**src/rtl/dpf_pkg.sv**
```systemverilog
package dpf_pkg;

    localparam int KeyWidth        = 32;
    localparam int CoordWidth      = 16;
    localparam int OutCountWidth   = 24;
    localparam int MinSamplesWidth = 16;
    localparam int ShareWidth      = 7;

    localparam logic [ShareWidth-1:0] ShareScale = 7'd100;

    // Configuration port.
    localparam int CfgIdxWidth  = 2;
    localparam int CfgDataWidth = 16;

    localparam logic [CfgIdxWidth-1:0] CfgMinSamples = 2'd0;
    localparam logic [CfgIdxWidth-1:0] CfgMinShare   = 2'd1;

    localparam logic [MinSamplesWidth-1:0] MinSamplesReset = 16'd8;
    localparam logic [ShareWidth-1:0]      MinShareReset   = 7'd50;

    typedef enum logic [1:0] {
        OpAdd    = 2'd0,
        OpEst    = 2'd1,
        OpFinish = 2'd2,
        OpNone   = 2'd3
    } t_op;

    typedef struct packed {
        logic [1:0]                   req_type;
        logic signed [CoordWidth-1:0] pos_x;
        logic signed [CoordWidth-1:0] pos_y;
    } t_req;

    typedef struct packed {
        logic                         is_dominant;
        logic signed [CoordWidth-1:0] anchor_x;
        logic signed [CoordWidth-1:0] anchor_y;
        logic [OutCountWidth-1:0]     best_hits;
        logic [OutCountWidth-1:0]     total_samples;
    } t_res;

    // Control part of the token that walks the cell chain.
    typedef struct packed {
        logic active;
        t_op  op;
        logic done;
    } t_tok_ctl;

    // True when key a orders strictly before key b: signed x, then signed y.
    function automatic logic key_less(input logic [KeyWidth-1:0] a,
                                      input logic [KeyWidth-1:0] b);
        logic [KeyWidth-1:0] ua;
        logic [KeyWidth-1:0] ub;
        ua = {~a[31], a[30:16], ~a[15], a[14:0]};
        ub = {~b[31], b[30:16], ~b[15], b[14:0]};
        return ua < ub;
    endfunction

endpackage

```
**src/rtl/dpf_cell.sv**
```systemverilog
module dpf_cell #(
    parameter int COUNT_WIDTH = 24
) (
    input  logic                         i_clk,
    input  logic                         i_rst_n,
    input  dpf_pkg::t_tok_ctl            i_tok_ctl,
    input  logic [dpf_pkg::KeyWidth-1:0] i_tok_key,
    input  logic [COUNT_WIDTH-1:0]       i_tok_cnt,
    output dpf_pkg::t_tok_ctl            o_tok_ctl,
    output logic [dpf_pkg::KeyWidth-1:0] o_tok_key,
    output logic [COUNT_WIDTH-1:0]       o_tok_cnt
);
    import dpf_pkg::*;

    logic                   r_valid;
    logic [KeyWidth-1:0]    r_key;
    logic [COUNT_WIDTH-1:0] r_cnt;
    t_tok_ctl               r_tok_ctl;
    logic [KeyWidth-1:0]    r_tok_key;
    logic [COUNT_WIDTH-1:0] r_tok_cnt;

    logic                   n_valid;
    logic [KeyWidth-1:0]    n_key;
    logic [COUNT_WIDTH-1:0] n_cnt;
    t_tok_ctl               n_tok_ctl;
    logic [KeyWidth-1:0]    n_tok_key;
    logic [COUNT_WIDTH-1:0] n_tok_cnt;

    always_comb begin
        n_valid   = r_valid;
        n_key     = r_key;
        n_cnt     = r_cnt;
        n_tok_ctl = i_tok_ctl;
        n_tok_key = i_tok_key;
        n_tok_cnt = i_tok_cnt;
        if (i_tok_ctl.active) begin
            case (i_tok_ctl.op) inside
                OpAdd: begin
                    // Entries fill from the front, so the first free cell is
                    // reached only after every valid entry has been checked.
                    if (!i_tok_ctl.done) begin
                        if (r_valid) begin
                            if (r_key == i_tok_key) begin
                                n_cnt          = (&r_cnt) ? r_cnt : r_cnt + COUNT_WIDTH'(1);
                                n_tok_ctl.done = 1'b1;
                            end
                        end else begin
                            n_valid        = 1'b1;
                            n_key          = i_tok_key;
                            n_cnt          = COUNT_WIDTH'(1);
                            n_tok_ctl.done = 1'b1;
                        end
                    end
                end
                OpEst, OpFinish: begin
                    if (r_valid && ((r_cnt > i_tok_cnt) ||
                                    ((r_cnt == i_tok_cnt) && (i_tok_cnt != '0) &&
                                     key_less(r_key, i_tok_key)))) begin
                        n_tok_key = r_key;
                        n_tok_cnt = r_cnt;
                    end
                    if (i_tok_ctl.op == OpFinish) begin
                        n_valid = 1'b0;
                    end
                end
                default: begin
                end
            endcase
        end
    end

    always_ff @(posedge i_clk) begin
        if (!i_rst_n) begin
            r_valid          <= 1'b0;
            r_tok_ctl.active <= 1'b0;
        end else begin
            r_valid          <= n_valid;
            r_tok_ctl.active <= n_tok_ctl.active;
        end
        r_key          <= n_key;
        r_cnt          <= n_cnt;
        r_tok_ctl.op   <= n_tok_ctl.op;
        r_tok_ctl.done <= n_tok_ctl.done;
        r_tok_key      <= n_tok_key;
        r_tok_cnt      <= n_tok_cnt;
    end

    assign o_tok_ctl = r_tok_ctl;
    assign o_tok_key = r_tok_key;
    assign o_tok_cnt = r_tok_cnt;

endmodule

```
**config.mk**
```make
export PLATFORM = sky130hd
export DESIGN_NAME = dpf_cell
export DESIGN_NICKNAME = d
export VERILOG_FILES = /design/src/rtl/dpf_pkg.sv /design/src/rtl/dpf_cell.sv
export SDC_FILE = /design/constraint.sdc
export NUM_CORES = 1
export LEC_CHECK = 0
export BUFFER_PORTS_ARGS = -buffer_cell sky130_fd_sc_hd__buf_4
export CORE_MARGIN = 10
export CORE_UTILIZATION = 49
export DETAILED_ROUTE_END_ITERATION = 12
export PLACE_DENSITY_LB_ADDON = 0.25
export SYNTH_ARGS = -nofsm -noshare
export SYNTH_HDL_FRONTEND = slang
export SYNTH_SLANG_ARGS = --single-unit
```
**constraint.sdc**
```tcl
create_clock -name i_clk -period 5.6 [get_ports i_clk]
set_clock_uncertainty 0.15 [all_clocks]
set_input_delay 0 -clock i_clk [delete_from_list [all_inputs] [get_ports i_clk]]
set_output_delay 0 -clock i_clk [all_outputs]
set_load 0.03 [all_outputs]
```
# Yosys cells after proc, flatten, opt, wreduce, memory -nomap -nowiden
# Index checks and enable logic that the tools add are counted.
[word_totals] ff_bits=117 input_bits=62 output_inout_bits=60 wordCells=56
[op_classes] addsub=1 order_cmp=2 eq_ne=7 muxes=19 bitwise_logic=6 reduce_logical=13
[ops] cell="$mux W24" count=6
[ops] cell="$mux W32" count=4
[ops] cell="$eq A32 B32 Y1" count=1
[ops] cell="$lt A32 B32 Y1" count=1
[ops] cell="$add A24 B1 Y24 const B" count=1
[ops] cell="$eq A24 B24 Y1" count=1
[ops] cell="$gt A24 B24 Y1" count=1
[ops] cell="$reduce_and A24 Y1" count=1
[ops] cell="$reduce_bool A24 Y1" count=1
[ops] cell="$mux W1" count=9
[ops] cell="$reduce_and A4 Y1" count=2
[ops] cell="$not A1 Y1" count=6
[ops] cell="$reduce_and A5 Y1" count=1
[ops] cell="$ne A2 B2 Y1 const B" count=2
[ops] cell="$reduce_bool A2 Y1" count=2
[ops] cell="$logic_and A1 B1 Y1" count=3
[ops] cell="$eq A2 B1 Y1 const B" count=1
[ops] cell="$eq A2 B2 Y1 const B" count=1
[ops] cell="$logic_not A2 Y1" count=1
[ops] cell="$ne A2 B1 Y1 const B" count=1
[ops] cell="$reduce_or A2 Y1" count=1
[ops] cell="$logic_or A1 B1 Y1" count=1

# Logic depth before layout (Yosys ltp)
[logic_depth] depth_word=9 ltp_mapped=11 depth_no_buf=9

# Worst setup path after synthesis
# No wires, ideal clock.
[synth_path] path_kind="register to register" startpoint="reg r_key[29]" endpoint="reg r_cnt[0] (enable)" setup_time_ps=466 arrival_ps=4069 required_time_ps=4984 setup_slack_ps=915 path_stages_with_launch=8 path_buffers=0 period_less_slack_ps=4685 cell_sequence="edfxtp_1 -> ha_1 -> nand4_1 -> or2_1 -> nor4_2 -> nand2_1 -> o31a_1 -> nor4_1"
[synth_via] elab_chain_cells=3
[synth_rtl] item="start: declaration" line="dpf_cell.sv:16" rtl="logic [KeyWidth-1:0] r_key;"
[synth_rtl] item="start signal: assignment" line="dpf_cell.sv:80" rtl="r_key <= n_key;"
[synth_rtl] item="$eq A32 B32 Y1" line="dpf_cell.sv:43" rtl="if (r_key == i_tok_key) begin"
[synth_rtl] item="$ne A2 B1 Y1 (no line)"
[synth_rtl] item="$reduce_and A5 Y1 (no line)"
[synth_rtl] item="end signal: assignment" line="dpf_cell.sv:81" rtl="r_cnt <= n_cnt;"
[synth_rtl] item="end: declaration" line="dpf_cell.sv:17" rtl="logic [COUNT_WIDTH-1:0] r_cnt;"
# Every way passes these cells.
# A chain may end at the register's enable or synchronous reset.

# Final worst setup path
[layout_path] startpoint="reg r_cnt[15]" endpoint="reg r_tok_cnt[23] (netlist: o_tok_cnt[23])"
[layout_via] elab_chain_cells=9 word_cells_on_any_way=10 cone_classes="1 x order compare; 1 x eq/ne; 4 x mux; 4 x reduce/logical"
[layout_rtl] item="parallel branches: the longest is 3 deep, another holds $gt A24 B24 Y1"
[layout_rtl] item="$logic_or A1 B1 Y1 *" line="dpf_cell.sv:56" rtl="if (r_valid && ((r_cnt > i_tok_cnt) ||"
[layout_rtl] item="$logic_and A1 B1 Y1 *" line="dpf_cell.sv:56"
[layout_rtl] item="$mux W24 *" line="dpf_cell.sv:56"
[layout_rtl] item="$mux W24 * (2 in a row)" line="dpf_cell.sv:37" rtl="case (i_tok_ctl.op) inside"
[layout_rtl] item="$mux W24 *" line="dpf_cell.sv:36" rtl="if (i_tok_ctl.active) begin"
[layout_rtl] item="net n_tok_cnt[23]" line="dpf_cell.sv:27" rtl="logic [COUNT_WIDTH-1:0] n_tok_cnt;"
[layout_rtl] item="end signal: assignment" line="dpf_cell.sv:85" rtl="r_tok_cnt <= n_tok_cnt;"
[layout_rtl] item="end: declaration" line="dpf_cell.sv:20" rtl="logic [COUNT_WIDTH-1:0] r_tok_cnt;"
# Mark *: on every way through the listed nets, which the timed path passes.

==> impl_metrics.toml <==
[status]
outcome = "finished clean"

[setup_path]
cp-start-kind = "flop"
critical_path_arrival_ns = 3.32
worst_r2r_endpoint = "o_tok_cnt[23]"
critical_path_class = "reg -> reg"
r2r_start = "r_cnt[15]"
crit_path_end_kind = "flop"
crit_fanout = 30
r2r_cells = 9
required_ns = 5.75
r2r_slack_ns = 2.43

[route]
totalWireLength_mm = 14.4
vias_per_cell = 5.12
drc_errors = 0
route.detailed.wl_per_inst_um = 17.0
ant_nets = 0
drtPass1Iterations = 5
drtIter0Drc = 198
vias = 4333

[place]
placed_cells = 751
portBuffers = 121
gp_congestion = 0.848
dpl.hpwl_mm = 9.92

[worst_hold_path]
hold_path_class = "in -> reg"
hold-path-endpoint = "o_tok_ctl[1]"
hold_depth = 2
min_from = "i_tok_ctl[1]"

[logic_synthesis]
synth_seq_cells = 117
netlist_area_um2 = 5910
synth_flop_cell = "dfxtp_1"
syn_inst = 488
synth_edf_count = 56
syn_nets = 610
yosys_warnings = 0
synth_cell_types = 42
synth_area_per_cell_um2 = 12.1
async_flop_share_pct = 0
synth-seq-area-share_pct = 49.2

[die]
die_x_um = 130
row_count = 40
io_pins = 122
die_height_um = 130
core_area_um2 = 11900
start_util_pct = 49.6
dieArea_um2 = 16800

[clock_network]
cts_sinks = 117
clock_path_buffers = 2
path_clk_slew_ns = 0.05
clock-root-buffer = "clkbuf_16"
cts_tree = "done"
post_cts_buffers = 0
clk_latency_ns = 0.41
cts_resized = 0
htree_levels = 4
cts_buffers = 17

[sta]
worstMarginPinSlew_ns = 0.965
timing.fmax_ghz = 0.315
fin_crit_ns = 3.17
drv_slew = 0
finalSetupTns_ns = 0
setup_viol = 0
post-route-period-util_pct = 56.6
relSlewSlack_pct = 35.6
rsz0062_at_grt = "no"
timing_hold_violations_final = 0

[global_routing]
grtUsageTotal_pct = 17.5
grt_max_degree = 33
grt_antenna_before_repair = 2
overflow = 0
grt_first_pass_wirelength_mm = 23.1
grt_pass1_vias = 4620

[power_and_ir_drop]
power.leakage_nw = 3.61
power_w = 0.00224
peakVddDrop_mv = 0.163
power_density_nw_per_um2 = 275

[finish]
fin_cells = 847
drive_gt1_share_pct = 30.5
syn2layout_area_growth_pct = 37.8
finish.utilization_pct = 68.3
nets = 808

[job]
cap_violations = 0
## layout make-up
type                    count  area, um^2
clock inverters             4        45.0
clock buffers              27         513
multi-input cells         304        2700
inverters                  58         218
fillers                   852        3770
repair buffers            188        1570
diodes                      2        5.00
well taps                 147         184
flip-flops and latches    117        2900
## power by group
part	internal, W	total (W)	switching (W)
clock network	0.000663	0.00102	0.000355
logic	0.000142	0.000277	0.000135
registers	0.000929	0.000945	0.0000164
total	0.00173	0.00224	0.000506
## sequential cells by signal, summed over array words and instances, names as in the netlist
name       cells
o_tok_ctl      4
o_tok_key     32
r_cnt         24
r_key         32
r_valid        1
o_tok_cnt     24
## through the flow
step / area, um^2 / hold slack [ns] / setup slack (ns)
5_1_grt: 8140 / 0.120 / 2.26
3_5_place_dp: 6940 / -0.0210 / 2.48
2_1_floorplan: 5910 / -0.122 / 0.915
3_3_place_gp: 6940 / -0.0243 / 2.53
4_1_cts: 8130 / 0.102 / 2.46
6_report: 8140 / 0.116 / 2.43
## per-layer routing
layer	up-vias	GRT usage, %	share of wire [%]
met5	-	0	0
met4	0	7.54	2.2
met3	21	5.84	5.4
met1	2050	19.7	42
met2	114	29.9	51
li1	2148	-	-
## cells by family after synthesis
group | after synthesis | synth area share [%]
adder cells (fa/ha/maj) | 60 | 12.7
buffers and inverters | 67 | 5.51
flip-flops | 117 | 49.2
AO/OA/AOI/OAI | 55 | 5.81
multiplexers | 56 | 13.2
AND/OR/NAND/NOR | 114 | 10.8
XOR/XNOR | 19 | 2.82
## worst max-delay path by stage
stage	from	to	slack (ns)	cells after the start
4_1_cts	r_cnt[15]	o_tok_cnt[23]	2.46	9
5_1_grt	r_cnt[15]	o_tok_cnt[23]	2.26	9
3_3_place_gp	r_key[29]	r_cnt[9]	2.53	8
2_1_floorplan	r_key[29]	r_cnt[0]	0.91	7
6_report	r_cnt[15]	o_tok_cnt[23]	2.43	9
3_5_place_dp	r_cnt[15]	o_tok_cnt[23]	2.48	9
## cells in the final DEF (no fill, tap or decap), types with 3 or more instances in the layout
master         instances
nor2b_1                6
xnor2_1               14
clkbuf_16             17
buf_4                125
o21ai_0                9
nand3_1               14
mux2_4                40
mux2_2                16
a21o_1                 3
clkbuf_8               5
nand4_1               16
or3_1                  3
and3_1                 5
xor2_1                 5
clkinv_2               3
inv_1                 58
nor4_2                 3
and2_1                18
nor4_1                 6
a21boi_0               6
ha_1                  60
clkbuf_1               5
a21oi_1               25
dfxtp_1               61
nand2_1               25
nor2_1                 9
edfxtp_1              56
dlygate4sd3_1         63
## synth_stat cells (4+ instances only)
master | n | share of area, %
ha_1 | 60 | 13
edfxtp_1 | 56 | 28
nor4_1 | 7 | 0.74
o21ai_0 | 9 | 0.76
a21oi_1 | 25 | 2.1
nand4_1 | 16 | 1.7
and2_1 | 18 | 1.9
dfxtp_1 | 61 | 21
xor2_1 | 5 | 0.74
nand2_1 | 25 | 1.6
mux2_4 | 40 | 10
a21boi_0 | 6 | 0.76
inv_1 | 58 | 3.7
nand3_1 | 14 | 1.2
buf_12 | 4 | 1.4
nor2b_1 | 6 | 0.64
and3_1 | 5 | 0.53
mux2_2 | 16 | 3.1
xnor2_1 | 14 | 2.1
nor2_1 | 9 | 0.57
## worst max-delay path, cell delays in order (launching register included)
cell and delay (ns):
edfxtp_1 0.48, ha_1 0.35, nand2_1 0.09, nor4_2 0.33, nand2_1 0.10, nor3_2 0.22, nand3_1 0.14, o41ai_4 0.24
buf_4 0.55, mux2_2 0.39
## timing repair
action,CTS,global route
hold buffers,63,0
hold endpoints to repair,93,0
endpoints found under the setup margin,0,0
Power figures use the tool's default switching activity.
